$ cat config.mk
export PLATFORM = sky130hd
export DESIGN_NAME = cfa_ctrl
export DESIGN_NICKNAME = d
export VERILOG_FILES = /design/src/rtl/cfa_pkg.sv /design/src/rtl/cfa_ctrl.sv
export SDC_FILE = /design/constraint.sdc
export NUM_CORES = 1
export LEC_CHECK = 0
export ABC_AREA = 1
export ABC_CLOCK_PERIOD_IN_PS = 5000
export CORE_UTILIZATION = 50
export CTS_CLUSTER_DIAMETER = 30
export CTS_CLUSTER_SIZE = 10
export DETAILED_ROUTE_END_ITERATION = 10
export DONT_BUFFER_PORTS = 1
export PLACE_DENSITY = 0.65
export SLEW_MARGIN = 10
export SYNTH_ARGS = -nofsm -noshare
export SYNTH_HDL_FRONTEND = slang
export SYNTH_SLANG_ARGS = --single-unit
export TNS_END_PERCENT = 1
$ cat constraint.sdc
create_clock -name i_clk -period 5 [get_ports i_clk]
set_clock_uncertainty 0.1 [all_clocks]
set_input_delay 0.5 -clock i_clk [delete_from_list [all_inputs] [get_ports i_clk]]
set_output_delay 0.5 -clock i_clk [all_outputs]
set_load 0.02 [all_outputs]
$ cat src/rtl/cfa_pkg.sv
// Shared types, constants and helpers for the Curve25519 field arithmetic unit.
package cfa_pkg;

    localparam int LIMB_W = 32;
    localparam int NLIMB  = 8;
    localparam int FE_W   = LIMB_W * NLIMB;

    // Folding constants: 2^256 = 38 and 2^255 = 19 modulo p.
    localparam logic [LIMB_W-1:0] FOLD_K = 32'd38;
    localparam logic [4:0]        TOP_K  = 5'd19;

    // Inversion runs 506 multiplications; steps up to INV_LOOP_END follow the
    // square / multiply-by-x alternation, the rest form the fixed tail.
    localparam logic [8:0] INV_LOOP_END  = 9'd497;
    localparam logic [8:0] INV_LAST_STEP = 9'd505;

    // Operation codes of an input item.
    typedef logic [2:0] t_op;
    localparam t_op OP_ADD  = 3'd0;
    localparam t_op OP_SUB  = 3'd1;
    localparam t_op OP_MUL  = 3'd2;
    localparam t_op OP_MULC = 3'd3;
    localparam t_op OP_NORM = 3'd4;
    localparam t_op OP_INV  = 3'd5;

    // Datapath commands issued by the controller.
    typedef enum logic [3:0] {
        DP_IDLE,
        DP_LOAD,
        DP_ADD,
        DP_SUB,
        DP_FOLD_ADD,
        DP_FOLD_SUB,
        DP_MAC,
        DP_RED,
        DP_MULC,
        DP_NORM1,
        DP_NORM2,
        DP_CLEAR,
        DP_NEXT
    } t_dp_op;

    typedef struct packed {
        t_dp_op     op;
        logic [2:0] i;
        logic [3:0] j;
        logic       sq;
    } t_dp_cmd;

    // True when inversion step n squares the previous result.
    function automatic logic inv_is_square(input logic [8:0] n);
        logic res;
        if (n <= INV_LOOP_END) begin
            res = ~n[0];
        end else begin
            res = (n == 9'd498) || (n == 9'd499) || (n == 9'd501) ||
                  (n == 9'd502) || (n == 9'd504);
        end
        return res;
    endfunction

    // Carry times 38, built from shifts.
    function automatic logic [37:0] fold_k_mul(input logic [LIMB_W-1:0] c);
        logic [37:0] w;
        w = {6'b0, c};
        return (w << 5) + (w << 2) + (w << 1);
    endfunction

endpackage

$ cat src/rtl/cfa_ctrl.sv
// Controller: sequences each operation as datapath commands and runs the handshakes.
module cfa_ctrl
    import cfa_pkg::*;
(
    input  logic    i_clk,
    input  logic    i_rst_n,
    input  logic    i_in_valid,
    input  t_op     i_op,
    output logic    o_in_ready,
    output logic    o_out_valid,
    input  logic    i_out_ready,
    output t_dp_cmd o_cmd
);

    typedef enum logic [11:0] {
        S_IDLE  = 12'b0000_0000_0001,
        S_ADD   = 12'b0000_0000_0010,
        S_SUB   = 12'b0000_0000_0100,
        S_FOLDA = 12'b0000_0000_1000,
        S_FOLDS = 12'b0000_0001_0000,
        S_MAC   = 12'b0000_0010_0000,
        S_RED   = 12'b0000_0100_0000,
        S_MULC  = 12'b0000_1000_0000,
        S_NORM1 = 12'b0001_0000_0000,
        S_NORM2 = 12'b0010_0000_0000,
        S_NEXT  = 12'b0100_0000_0000,
        S_DONE  = 12'b1000_0000_0000
    } t_state;

    t_state     r_state, n_state;
    logic [2:0] r_i, n_i;
    logic [3:0] r_j, n_j;
    logic [1:0] r_cnt, n_cnt;
    logic [8:0] r_step, n_step;
    logic       r_inv, n_inv;
    logic       accept;

    assign o_in_ready  = (r_state == S_IDLE);
    assign o_out_valid = (r_state == S_DONE);
    assign accept      = i_in_valid && o_in_ready;

    // Next-state and command logic.
    always_comb begin
        n_state   = r_state;
        n_i       = r_i;
        n_j       = r_j;
        n_cnt     = r_cnt;
        n_step    = r_step;
        n_inv     = r_inv;
        o_cmd.op  = DP_IDLE;
        o_cmd.i   = r_i;
        o_cmd.j   = r_j;
        o_cmd.sq  = 1'b0;
        unique case (r_state)
            S_IDLE: begin
                if (accept) begin
                    o_cmd.op = DP_LOAD;
                    n_i      = '0;
                    n_j      = '0;
                    n_cnt    = '0;
                    n_step   = '0;
                    n_inv    = (i_op == OP_INV);
                    unique case (i_op) inside
                        OP_ADD:          n_state = S_ADD;
                        OP_SUB:          n_state = S_SUB;
                        OP_MUL, OP_INV:  n_state = S_MAC;
                        OP_MULC:         n_state = S_MULC;
                        OP_NORM:         n_state = S_NORM1;
                        default:         n_state = S_DONE;
                    endcase
                    if (i_op != OP_ADD && i_op != OP_SUB && i_op != OP_MUL &&
                        i_op != OP_MULC && i_op != OP_NORM && i_op != OP_INV) begin
                        o_cmd.op = DP_CLEAR;
                    end
                end
            end
            S_ADD: begin
                o_cmd.op = DP_ADD;
                n_cnt    = '0;
                n_state  = S_FOLDA;
            end
            S_SUB: begin
                o_cmd.op = DP_SUB;
                n_cnt    = '0;
                n_state  = S_FOLDS;
            end
            S_FOLDA: begin
                o_cmd.op = DP_FOLD_ADD;
                n_cnt    = r_cnt + 2'd1;
                if (r_cnt == 2'd2) begin
                    n_state = (r_inv && r_step != INV_LAST_STEP) ? S_NEXT : S_DONE;
                end
            end
            S_FOLDS: begin
                o_cmd.op = DP_FOLD_SUB;
                n_cnt    = r_cnt + 2'd1;
                if (r_cnt == 2'd1) begin
                    n_state = S_DONE;
                end
            end
            S_MAC: begin
                o_cmd.op = DP_MAC;
                if (r_j == 4'd8) begin
                    n_j = '0;
                    n_i = r_i + 3'd1;
                    if (r_i == 3'd7) begin
                        n_state = S_RED;
                    end
                end else begin
                    n_j = r_j + 4'd1;
                end
            end
            S_RED: begin
                o_cmd.op = DP_RED;
                n_i      = r_i + 3'd1;
                n_cnt    = '0;
                if (r_i == 3'd7) begin
                    n_state = S_FOLDA;
                end
            end
            S_MULC: begin
                o_cmd.op = DP_MULC;
                n_i      = r_i + 3'd1;
                n_cnt    = '0;
                if (r_i == 3'd7) begin
                    n_state = S_FOLDA;
                end
            end
            S_NORM1: begin
                o_cmd.op = DP_NORM1;
                n_state  = S_NORM2;
            end
            S_NORM2: begin
                o_cmd.op = DP_NORM2;
                n_state  = S_DONE;
            end
            S_NEXT: begin
                o_cmd.op = DP_NEXT;
                o_cmd.sq = inv_is_square(r_step + 9'd1);
                n_step   = r_step + 9'd1;
                n_i      = '0;
                n_j      = '0;
                n_state  = S_MAC;
            end
            S_DONE: begin
                if (i_out_ready) begin
                    n_state = S_IDLE;
                end
            end
            default: begin
                n_state = S_IDLE;
            end
        endcase
    end

    // State registers.
    always_ff @(posedge i_clk) begin
        if (!i_rst_n) begin
            r_state <= S_IDLE;
            r_i     <= '0;
            r_j     <= '0;
            r_cnt   <= '0;
            r_step  <= '0;
            r_inv   <= 1'b0;
        end else begin
            r_state <= n_state;
            r_i     <= n_i;
            r_j     <= n_j;
            r_cnt   <= n_cnt;
            r_step  <= n_step;
            r_inv   <= n_inv;
        end
    end

`ifndef SYNTHESIS
    a_accept_leaves_idle: assert property (@(posedge i_clk) disable iff (!i_rst_n)
        accept |=> (r_state != S_IDLE))
        else $error("controller stayed idle after taking an item");
    a_step_bounded: assert property (@(posedge i_clk) disable iff (!i_rst_n)
        r_step <= INV_LAST_STEP)
        else $error("inversion step counter overran");
    a_mac_col_bounded: assert property (@(posedge i_clk) disable iff (!i_rst_n)
        (r_state == S_MAC) |-> (r_j <= 4'd8))
        else $error("MAC column index out of range");
    a_next_only_inv: assert property (@(posedge i_clk) disable iff (!i_rst_n)
        (r_state == S_NEXT) |-> r_inv)
        else $error("inversion step issued outside an inversion");
`endif

endmodule

Word level (Yosys, flattened, before mapping) --
Index checks and enable logic that the tools add are counted.
Word-level totals: register bits 31, input port bits 7, output and inout port bits 14, word-level logic and storage cells 103
Cells by class: add/subtract/negate cells 4, order comparisons 1, equality and inequality tests 39, multiplexer cells 25, bitwise gates (word level) 1, reductions and logical operators 27
Operators by type and width (number):
- 12-bit case mux with 11 select lines | 1
- 12-bit 2-to-1 mux | 8
- 12-bit case mux with 5 select lines | 1
- 9-bit == test, second input constant | 5
- 4-bit case mux with 11 select lines | 1
- 9-bit case mux with 2 select lines | 1
- 4-bit 2-to-1 mux | 4
- 12-bit by 1-bit == test with 1-bit output, second input constant | 1
- 12-bit by 10-bit == test with 1-bit output, second input constant | 1
- 12-bit by 11-bit == test with 1-bit output, second input constant | 1
- 12-bit == test, second input constant | 1
- 12-bit by 2-bit == test with 1-bit output, second input constant | 1
- 12-bit by 3-bit == test with 1-bit output, second input constant | 1
- 12-bit by 4-bit == test with 1-bit output, second input constant | 1
- 12-bit by 5-bit == test with 1-bit output, second input constant | 1
- 12-bit by 6-bit == test with 1-bit output, second input constant | 1
- 12-bit by 7-bit == test with 1-bit output, second input constant | 1
- 12-bit by 8-bit == test with 1-bit output, second input constant | 1
- 12-bit by 9-bit == test with 1-bit output, second input constant | 1
- 3-bit case mux with 4 select lines | 1
- 4-bit case mux with 3 select lines | 1
- 9-bit by 1-bit adder with 9-bit output, second input constant | 1
- 3-bit == test, second input constant | 3
- 9-bit less-or-equal comparator, second input constant | 1
- other kinds (31) | 57

Logic depth before layout (Yosys ltp) --
Gate-level depths: netlist (run 1).
depth after elaboration 9, mapped depth 11, depth with buffers taken out 11

Worst setup path before layout (run 1) --
OpenSTA, ideal clock, no wires.
kind register to output, start point register r_step[0], end point output port o_cmd[0] (netlist name), data arrival time 1.629 ns, data required time 4.400 ns, path slack 2.771 ns, stages on the path, launching flop included 10, path buffers 0, cells stage by stage dfxtp_1 ha_1 nand2_1 nor2_1 nand2_1 xnor2_1 o21ai_0 nor2_1 nor2_1 nor2_1
RTL lines:
- start: declaration | line cfa_ctrl.sv:34 | logic [8:0] r_step, n_step;
- start signal: assignment | line cfa_ctrl.sv:170 | r_step <= n_step;
- end: declaration | line cfa_ctrl.sv:12 | output t_dp_cmd o_cmd

==> results of run 1 <==
-- final timing paths --
path                            startpoint           to  slack [ps]  cells past startpoint
worst max-delay path             r_step[0]     o_cmd[0]        2190                      9
worst min-delay path               i_rst_n   r_state[0]         220                      1
worst min register to register   r_step[5]    r_step[5]         390                      2
worst max register to register      r_j[0]  r_state[10]        3050                     10
-- stage by stage --
step / setup slack, ps / std cells
after floorplan: 2771 / 323
after CTS: 2193 / 378
after global placement: 2659 / 371
after global routing: 1956 / 378
final: 2191 / 378
after detailed placement: 2510 / 371
-- cells by family after synthesis --
kind of cell / after synthesis / synth area share, %
DFF: 31 / 28.72
buffers and inverters: 51 / 8.917
and+or+nand+nor: 184 / 43.43
AOI/OAI and AO/OA: 40 / 10.13
adders and majority gates: 11 / 6.369
xor gates and xnor gates: 6 / 2.432
-- report_power, final --
| part | internal, mW | switching [mW] |
|---|---|---|
| logic | 0.144 | 0.356 |
| registers | 0.270 | 0.0230 |
| clock network | 0.146 | 0.0926 |
| total | 0.560 | 0.471 |
-- Yosys cell counts (all sizes together) --
| cell type | instances |
|---|---|
| nor4 | 3 |
| o21ai | 17 |
| nand3 | 21 |
| nor2 | 50 |
| dfxtp | 31 |
| xor2 | 3 |
| a22oi | 2 |
| o211ai | 1 |
| nand3b | 4 |
| o2111ai | 1 |
| nand2 | 86 |
| nor3 | 6 |
| clkbuf | 2 |
| inv | 47 |
| or2 | 3 |
| xnor2 | 3 |
| a21oi | 19 |
| ha | 11 |
| nand4 | 11 |
| clkinv | 2 |
-- placed cells by master, fill, tap and decap left out, drive strengths merged, types with 3 or more instances in the layout --
master,Yosys,layout
xnor2,3,3
a21oi,19,19
o21ai,17,17
nand2,86,86
clkbuf,2,6
inv,47,47
nand3b,4,4
nor2,50,50
nor3,6,6
xor2,3,3
nor4,3,3
nand4,11,11
nand3,21,21
or2,3,3
dfxtp,31,31
ha,11,11
-- final cells by class --
type                            count  area, sq um  share of cell area, %
Inverter                           49        185.2                  7.987
Tap cell                           50        62.56                  2.698
Sequential cell                    31        620.6                  26.77
Clock inverter                      1        30.03                  1.295
Multi-Input combinational cell    241         1348                  58.12
Clock buffer                        6        72.57                  3.130
-- routing by layer --
layer  global-route usage [%]  up-vias
met2                    41.34       34
met1                    29.76      867
met4                    7.181        0
met5                        0        -
li1                         -     1049
met3                    6.250        5
-- worst max-delay path: cells and delay by family (launching register included) --
kind                     cells  cell delay, ps
flip-flops                   1             460
XOR/XNOR                     1             200
AND/OR/NAND/NOR              6             910
AO/OA/AOI/OAI                1             150
adder cells (fa/ha/maj)      1             220
-- state kept, by name, indices dropped and copies added, names as in the netlist --
register  cells
r_cnt         2
r_state      12
r_step        9
r_i           3
r_inv         1
r_j           4
==> impl_metrics.ini, run 1 <==
[power]
ir_drop_uv = 261.7
power_mw = 1.031
powerDensity_nw_per_um2 = 444.6
power.leakage_nw = 0.9970

[yosys]
netlist_top_cells_area = dfxtp_1 (29%), nand2_1 (13%), inv_1 (7.8%)
yosysTopAreaCellShare_pct = 28.72
synth.cell_area_sq_um = 2161
ys_seq_area_share_pct = 28.72
ys_ff_latch = 31
syn_nets = 341
syn_inst = 323
ys.warnings.count = 0
ys_types = 33
syn_avg_cell_area_sq_um = 6.690
synth_top_area_cell = dfxtp_1

[global_routing]
grtUsageTotal_pct = 24.33
grt_pass1_wl_um = 8135
grt_start_max_net_pins = 25
antenna_found_initial = 0
grt_pass1_vias = 1836
grt-ovfl-total = 0

[cts]
cts_root_buffer = clkbuf_8
cts_made_buffers = 5
tritoncts = done
clk_pin_slew_ps = 70
clock_sinks = 31
htreeDepth = 2
hold_buffers = 0
post_cts_buffers = 0
clockBufferDepth = 2
cts_resized = 0
clock_latency_ps = 280

[timing]
hold_viol = 0
clock.fmax_mhz = 355.9
setup_tns_ps = 0
relSlewSlack_pct = 34.92
slew_viol_final = 0
holdWs_ps = 219.3
worst_pin_slew_ps = 967.3
period_share_pct = 56.19
finalSetupViolCount = 0
fin_crit_ps = 2809
rsz0062_at_grt = false

[setup_path]
required_ps = 4400
crit_fanout = 8
worstSetupPathType = register to output pin
slowest_stage = dfxtp_1
worstPathArrival_ps = 2210
path_cells = ha_1 -> nand2_1 -> nor2_1 -> nand2_1 -> xnor2_1 -> o21ai_0 -> nor2_1 -> nor2_1 -> nor2_1
start_kind = register
end_kind = output pin
crit_path_max_incr_delay_ps = 460
crit_top_cell = nor2_1

[detailed_routing]
routed_wl_um = 4946
drc = 0
drt_iter0_drc = 98
topRoutingLayerUsed = met4
vias = 1955
first_pass_iters = 4
met1_length_um = 2416
wl_met3_um = 196
wl_per_cell_um = 13.08
met2WireLength_um = 2279
viasPerCell = 5.172
ant_nets = 0

[cells_and_area]
fin_nets = 346
final_cell_area_sq_um = 2318
n_antenna_cell = 0
fill_cells = 422
drive_gt1_share_pct = 11.89
final_core_util_pct = 56.74
synthToLayoutAreaGrowth_pct = 7.296

[min_path]
hold_path.class = input pin to register

[floorplanning]
num_rows = 23
core_area_sq_um = 4086
die_area_sq_um = 4589
start_util_pct = 52.88
dieHeight_um = 67.74
io_pins = 21
die_x_um = 67.74

[place]
hpwl_um = 3800
gp_congestion = 0.9584
io_buffer_count = 0
placed_cell_area_sq_um = 2216

[outcome]
status = finished clean

[flow_run]
cap_violations = 0
No activity file was read; power rests on OpenSTA's default activity.
==> run 2, diff against run 1 <==
ABC_CLOCK_PERIOD_IN_PS = 2600   (was 5000)
clock period = 2.6 ns   (was 5 ns; I/O delays follow)
==> impl_metrics.ini, run 2 (synthesized netlist as in run 1, its figures left out) <==
[outcome]
status = finished clean

[timing]
period_share_pct = 90.94
relSlewSlack_pct = 63.74
finalSetupViolCount = 0
setup_tns_ps = 0
worst_pin_slew_ps = 543.3
rsz0062_at_grt = false
slew_viol_final = 0
fin_crit_ps = 2365
clock.fmax_mhz = 422.9
hold_viol = 0

[place]
io_buffer_count = 0
placed_cells = 373
gp_congestion = 0.9322
hpwl_um = 3878

[cells_and_area]
fin_cells = 382
largest_reg_flops = 12
regMostFlops = r_state
drive_gt1_share_pct = 12.95
fill_cells = 417
fin_nets = 349
n_antenna_cell = 0
final_common_cell = nand2_1
largest_registers = r_state: 12 flops, r_step: 9 flops, r_j: 4 flops
final_cell_mix = nand2_1 (72), inv_1 (45), nor2_1 (41)
synthToLayoutAreaGrowth_pct = 7.643

[global_routing]
grt-ovfl-total = 0
grt_pass1_vias = 1814
grt_start_max_net_pins = 21
grt_pass1_wl_um = 8162
antenna_found_initial = 0
grtUsageTotal_pct = 24.55

[floorplanning]
core_area_sq_um = 4086
dieHeight_um = 67.74
die_area_sq_um = 4589
io_pins = 21
num_rows = 23
die_x_um = 67.74
start_util_pct = 52.88

[cts]
cts_made_buffers = 5
htreeDepth = 2
clockBufferDepth = 2
cts_root_buffer = clkbuf_8
clk_pin_slew_ps = 70
tritoncts = done
clock_latency_ps = 280
clock_sinks = 31

[detailed_routing]
wl_per_cell_um = 13.25
routed_wl_um = 5062
drc = 0
ant_nets = 0
first_pass_iters = 4
vias = 2015
viasPerCell = 5.275
drt_iter0_drc = 112

[power]
seq_power_share_pct = 29.7
p_sw_mw = 0.9068
power.clock.fraction_pct = 19.4
powerDensity_nw_per_um2 = 813.8
ir_drop_uv = 372.3
internal_power_mw = 0.9862
p_sw_share_pct = 47.90
p_comb_share_pct = 50.8
power.leakage_nw = 1.003

[setup_path]
crit_fanout = 6
worstSetupPathType = register to output pin
start_kind = register
end_kind = output pin
required_ps = 2240
worstPathArrival_ps = 2000

[min_path]
hold_path.class = input pin to register

[flow_run]
cap_violations = 0
## run 2: final cells by class
class / count / area, sq um / area share, %
Multi-Input combinational cell: 241 / 1350 / 58.04
Sequential cell: 31 / 621.8 / 26.73
Inverter: 49 / 185.2 / 7.961
Clock buffer: 7 / 76.32 / 3.281
Tap cell: 50 / 62.56 / 2.690
Timing Repair Buffer: 3 / 25.02 / 1.076
Clock inverter: 1 / 5.005 / 0.2152
## run 2: worst paths after layout
| check | start | end | slack [ps] | cells after the start |
|---|---|---|---|---|
| max | r_step[1] | o_cmd[0] | 240 | 9 |
| min | i_rst_n | r_state[3] | 10 | 2 |
| min reg2reg | r_inv | r_inv | 380 | 2 |
| max reg2reg | r_j[0] | r_state[10] | 690 | 10 |
## run 2: what timing repair did
action / CTS / global route
endpoints found under the hold margin: 2 / 0
setup endpoints to repair: 0 / 1
setup buffers: 0 / 0
resized for setup: 0 / 2
hold buffers: 1 / 0
## run 2: worst max-delay path, cell delays in order, from the launching register on
cell and delay [ps]:
dfxtp_1 410, ha_1 200, nand2_1 90, nor2_1 170, nand2_1 90, xnor2_1 190, o21ai_0 130, nor2_1 170
nor2_1 70, nor2_2 210
## run 2: per-stage QoR
stage | area [sq um] | util [%] | setup WS (ps) | total power, mW | hold slack [ps]
after global routing | 2326 | 56.92 | 12.95 | 2.030 | 3.103
after CTS | 2322 | 56.83 | 85.25 | 1.902 | 4.227
after global placement | 2231 | 54.59 | 493.2 | 1.523 | 263.6
after detailed placement | 2231 | 54.59 | 398.2 | 1.525 | 266.2
after floorplan | 2161 | - | 611.1 | 1.344 | 259.2
final | 2326 | 56.92 | 235.4 | 1.893 | 10.37
## run 2: power by group through the flow
stage / Combinational (mW) / Clock (mW) / Sequential, mW
final: 0.963 / 0.368 / 0.563
after floorplan: 0.778 / 0 / 0.565
after global routing: 1.06 / 0.403 / 0.571
after global placement: 0.950 / 0 / 0.572
after CTS: 0.958 / 0.382 / 0.563
after detailed placement: 0.951 / 0 / 0.573
## run 2: layer usage
metal | global-route usage (%) | share of wire [%] | wire, um | vias up
met1 | 30.82 | 45 | 2262 | 888
met5 | 0 | 0 | 0 | -
li1 | - | - | - | 1054
met2 | 39.60 | 46 | 2318 | 62
met4 | 8.777 | 1.9 | 94 | 0
met3 | 6.926 | 7.6 | 387 | 11
==> run 3, diff against run 2 <==
ABC_AREA = 0   (was 1)
GPL_ROUTABILITY_DRIVEN = 0   (was not set)
==> impl_metrics.ini, run 3 <==
[outcome]
status = finished clean

[yosys]
netlist_top_cells_area = dfxtp_1 (27%), ha_1 (5.9%), nor2_1 (4.7%)
synth-xor-area-share_pct = 4.162
ys.warnings.count = 0
syn_inst = 298
syn_nets = 316
synth.most_common_cell = dfxtp_1
ys_ff_latch = 31
ys_types = 58
synthMuxAreaShare_pct = 0.8649
syn_avg_cell_area_sq_um = 7.768
synth_edf_count = 0
synth_top_area_cell = dfxtp_1
synth_compound_area_share_pct = 20.27
synthArstFlopShare_pct = 0
synth_top_family_by_area = simple AND/OR/NAND/NOR gates
ys_seq_area_share_pct = 26.81
synth_common_cells = dfxtp_1 (31), nor2_1 (29), o21ai_0 (20), a21oi_1 (18), nand2_1 (16)
synth.cell_area_sq_um = 2315
yosysTopAreaCellShare_pct = 26.81
synth_fa_ha_area_share_pct = 5.946
ys_dominant_reg_cell = dfxtp_1
synth-simple-area-share_pct = 35.95

[global_routing]
grt_pass1_wl_um = 9977
grt_pass1_vias = 2077
antenna_found_initial = 0
grt-ovfl-total = 0
grt_start_max_net_pins = 20
grtUsageTotal_pct = 25.33

[cells_and_area]
regMostFlops = r_state
multi_input_area_sq_um = 1584
final_common_cell = nor2_1
largest_registers = r_state: 12 flops, r_step: 9 flops, r_j: 4 flops
fin_nets = 319
fin_cells = 354
seq_area_sq_um = 625.6
drive_gt1_share_pct = 13.58
largest_reg_flops = 12
final_cell_mix = nor2_1 (29), dfxtp_1 (27), o21ai_0 (20)
final_core_util_pct = 57.28
n_antenna_cell = 0
fill_cells = 414
final_cell_area_sq_um = 2529
synthToLayoutAreaGrowth_pct = 9.243

[detailed_routing]
topRoutingLayerUsed = met4
drc = 0
met2WireLength_um = 2627
wl_met3_um = 460
viasPerCell = 6.497
routed_wl_um = 5944
vias = 2300
first_pass_iters = 5
drt_iter0_drc = 240
ant_nets = 0
met1_length_um = 2685
wl_per_cell_um = 16.79

[min_path]
min_to = r_j[3]
min_from = i_rst_n
hold_path.class = input pin to register
hold_path_depth = 2

[power]
ir_drop_uv = 365.2
powerDensity_nw_per_um2 = 567.9
power.leakage_nw = 0.8981
seq_power_share_pct = 36.9
p_sw_mw = 0.5642
p_sw_share_pct = 39.28
power.clock.fraction_pct = 26.3
internal_power_mw = 0.8720
power_mw = 1.436
p_comb_share_pct = 36.8

[cts]
clockBufferDepth = 2
cts_root_buffer = clkbuf_8
post_cts_buffers = 0
clk_pin_slew_ps = 70
htreeDepth = 2
tritoncts = done
cts_made_buffers = 5
clock_latency_ps = 290
clock_sinks = 31

[setup_path]
path_delay_family = simple AND/OR/NAND/NOR gates
end_kind = output pin
path_buf_inv = 1
path_cells = or4_1 -> buf_4 -> nor3_1 -> nand3_1 -> nand4_1
slowest_stage = or4_1
r2r_setup_slack_ps = 230
worstSetupPathType = register to output pin
r2r-start = r_state[0]
rr_worst_depth = 5
required_ps = 2240
r2r_end = r_state[8]
start_kind = register
crit_fanout = 7
worstPathArrival_ps = 2180
crit_path_max_incr_delay_ps = 620

[flow_run]
cap_violations = 0

[timing]
fin_crit_ps = 2539
finalSetupViolCount = 0
hold_viol = 0
relSlewSlack_pct = 58.79
period_share_pct = 97.66
rsz0062_at_grt = true
slew_viol_final = 0
clock.fmax_mhz = 393.8
worst_pin_slew_ps = 614.1

[floorplanning]
io_pins = 21
die_x_um = 70.04
dieHeight_um = 70.04
num_rows = 24
die_area_sq_um = 4906
start_util_pct = 52.44
core_area_sq_um = 4414

[place]
io_buffer_count = 0
placed_cells = 343
placed_cell_area_sq_um = 2384
hpwl_um = 4361
run 3: what timing repair did:
| action | CTS | global route |
|---|---|---|
| setup endpoints to repair | 1 | 4 |
| endpoints found under the hold margin | 6 | 0 |
| pin swaps | 0 | 2 |
| gates resized for setup | 3 | 8 |
| hold buffers | 3 | 0 |
run 3: cell type report:
| class | instances | area share [%] |
|---|---|---|
| well taps | 52 | 2.573 |
| clock buffers | 7 | 3.018 |
| multi-input cells | 236 | 62.64 |
| repair buffers | 17 | 5.344 |
| flip-flops and latches | 31 | 24.74 |
| clock inverters | 1 | 0.1979 |
| inverters | 10 | 1.484 |
run 3: stage by stage:
| stage | hold WS (ps) | setup TNS [ps] | setup slack (ps) |
|---|---|---|---|
| 6_report | 13.21 | 0 | 60.85 |
| 5_1_grt | 29.81 | -69.71 | -42.38 |
| 4_1_cts | 11.89 | 0 | 1.911 |
| 3_5_place_dp | 239.4 | 0 | 200.8 |
| 3_3_place_gp | 237.9 | 0 | 296.9 |
| 2_1_floorplan | 235.8 | 0 | 342.8 |
run 3: cell families (layout without fill, tap and decap cells):
logic type | count (synthesis) | in the layout
xor+xnor | 11 | 11
compound gates | 74 | 74
fa+ha+maj | 11 | 11
simple gates | 138 | 138
mux | 2 | 2
buf+inv | 31 | 35
flops | 31 | 31
run 3: metal layers:
metal	GRT usage (%)	vias up
li1	-	1112
met1	35.78	1054
met2	38.35	117
met3	4.762	17
met4	9.111	0
met5	0	-
run 3: worst max-delay path by stage:
stage | from | endpoint | slack [ps] | cells past startpoint
after detailed placement | r_step[0] | o_cmd[0] | 200 | 6
after floorplan | r_step[0] | o_cmd[0] | 340 | 7
final | r_state[4] | o_cmd[8] | 60 | 5
after CTS | r_step[0] | o_cmd[0] | 2 | 6
after global placement | r_step[0] | o_cmd[0] | 300 | 6
after global routing | r_state[6] | o_cmd[11] | -40 | 7
run 3: power groups by stage:
stage	sequential [mW]	combinational (mW)	clock, mW
final	0.530	0.529	0.377
after global routing	0.534	0.570	0.404
after CTS	0.526	0.510	0.382
after detailed placement	0.537	0.504	0
after global placement	0.536	0.502	0
after floorplan	0.511	0.412	0
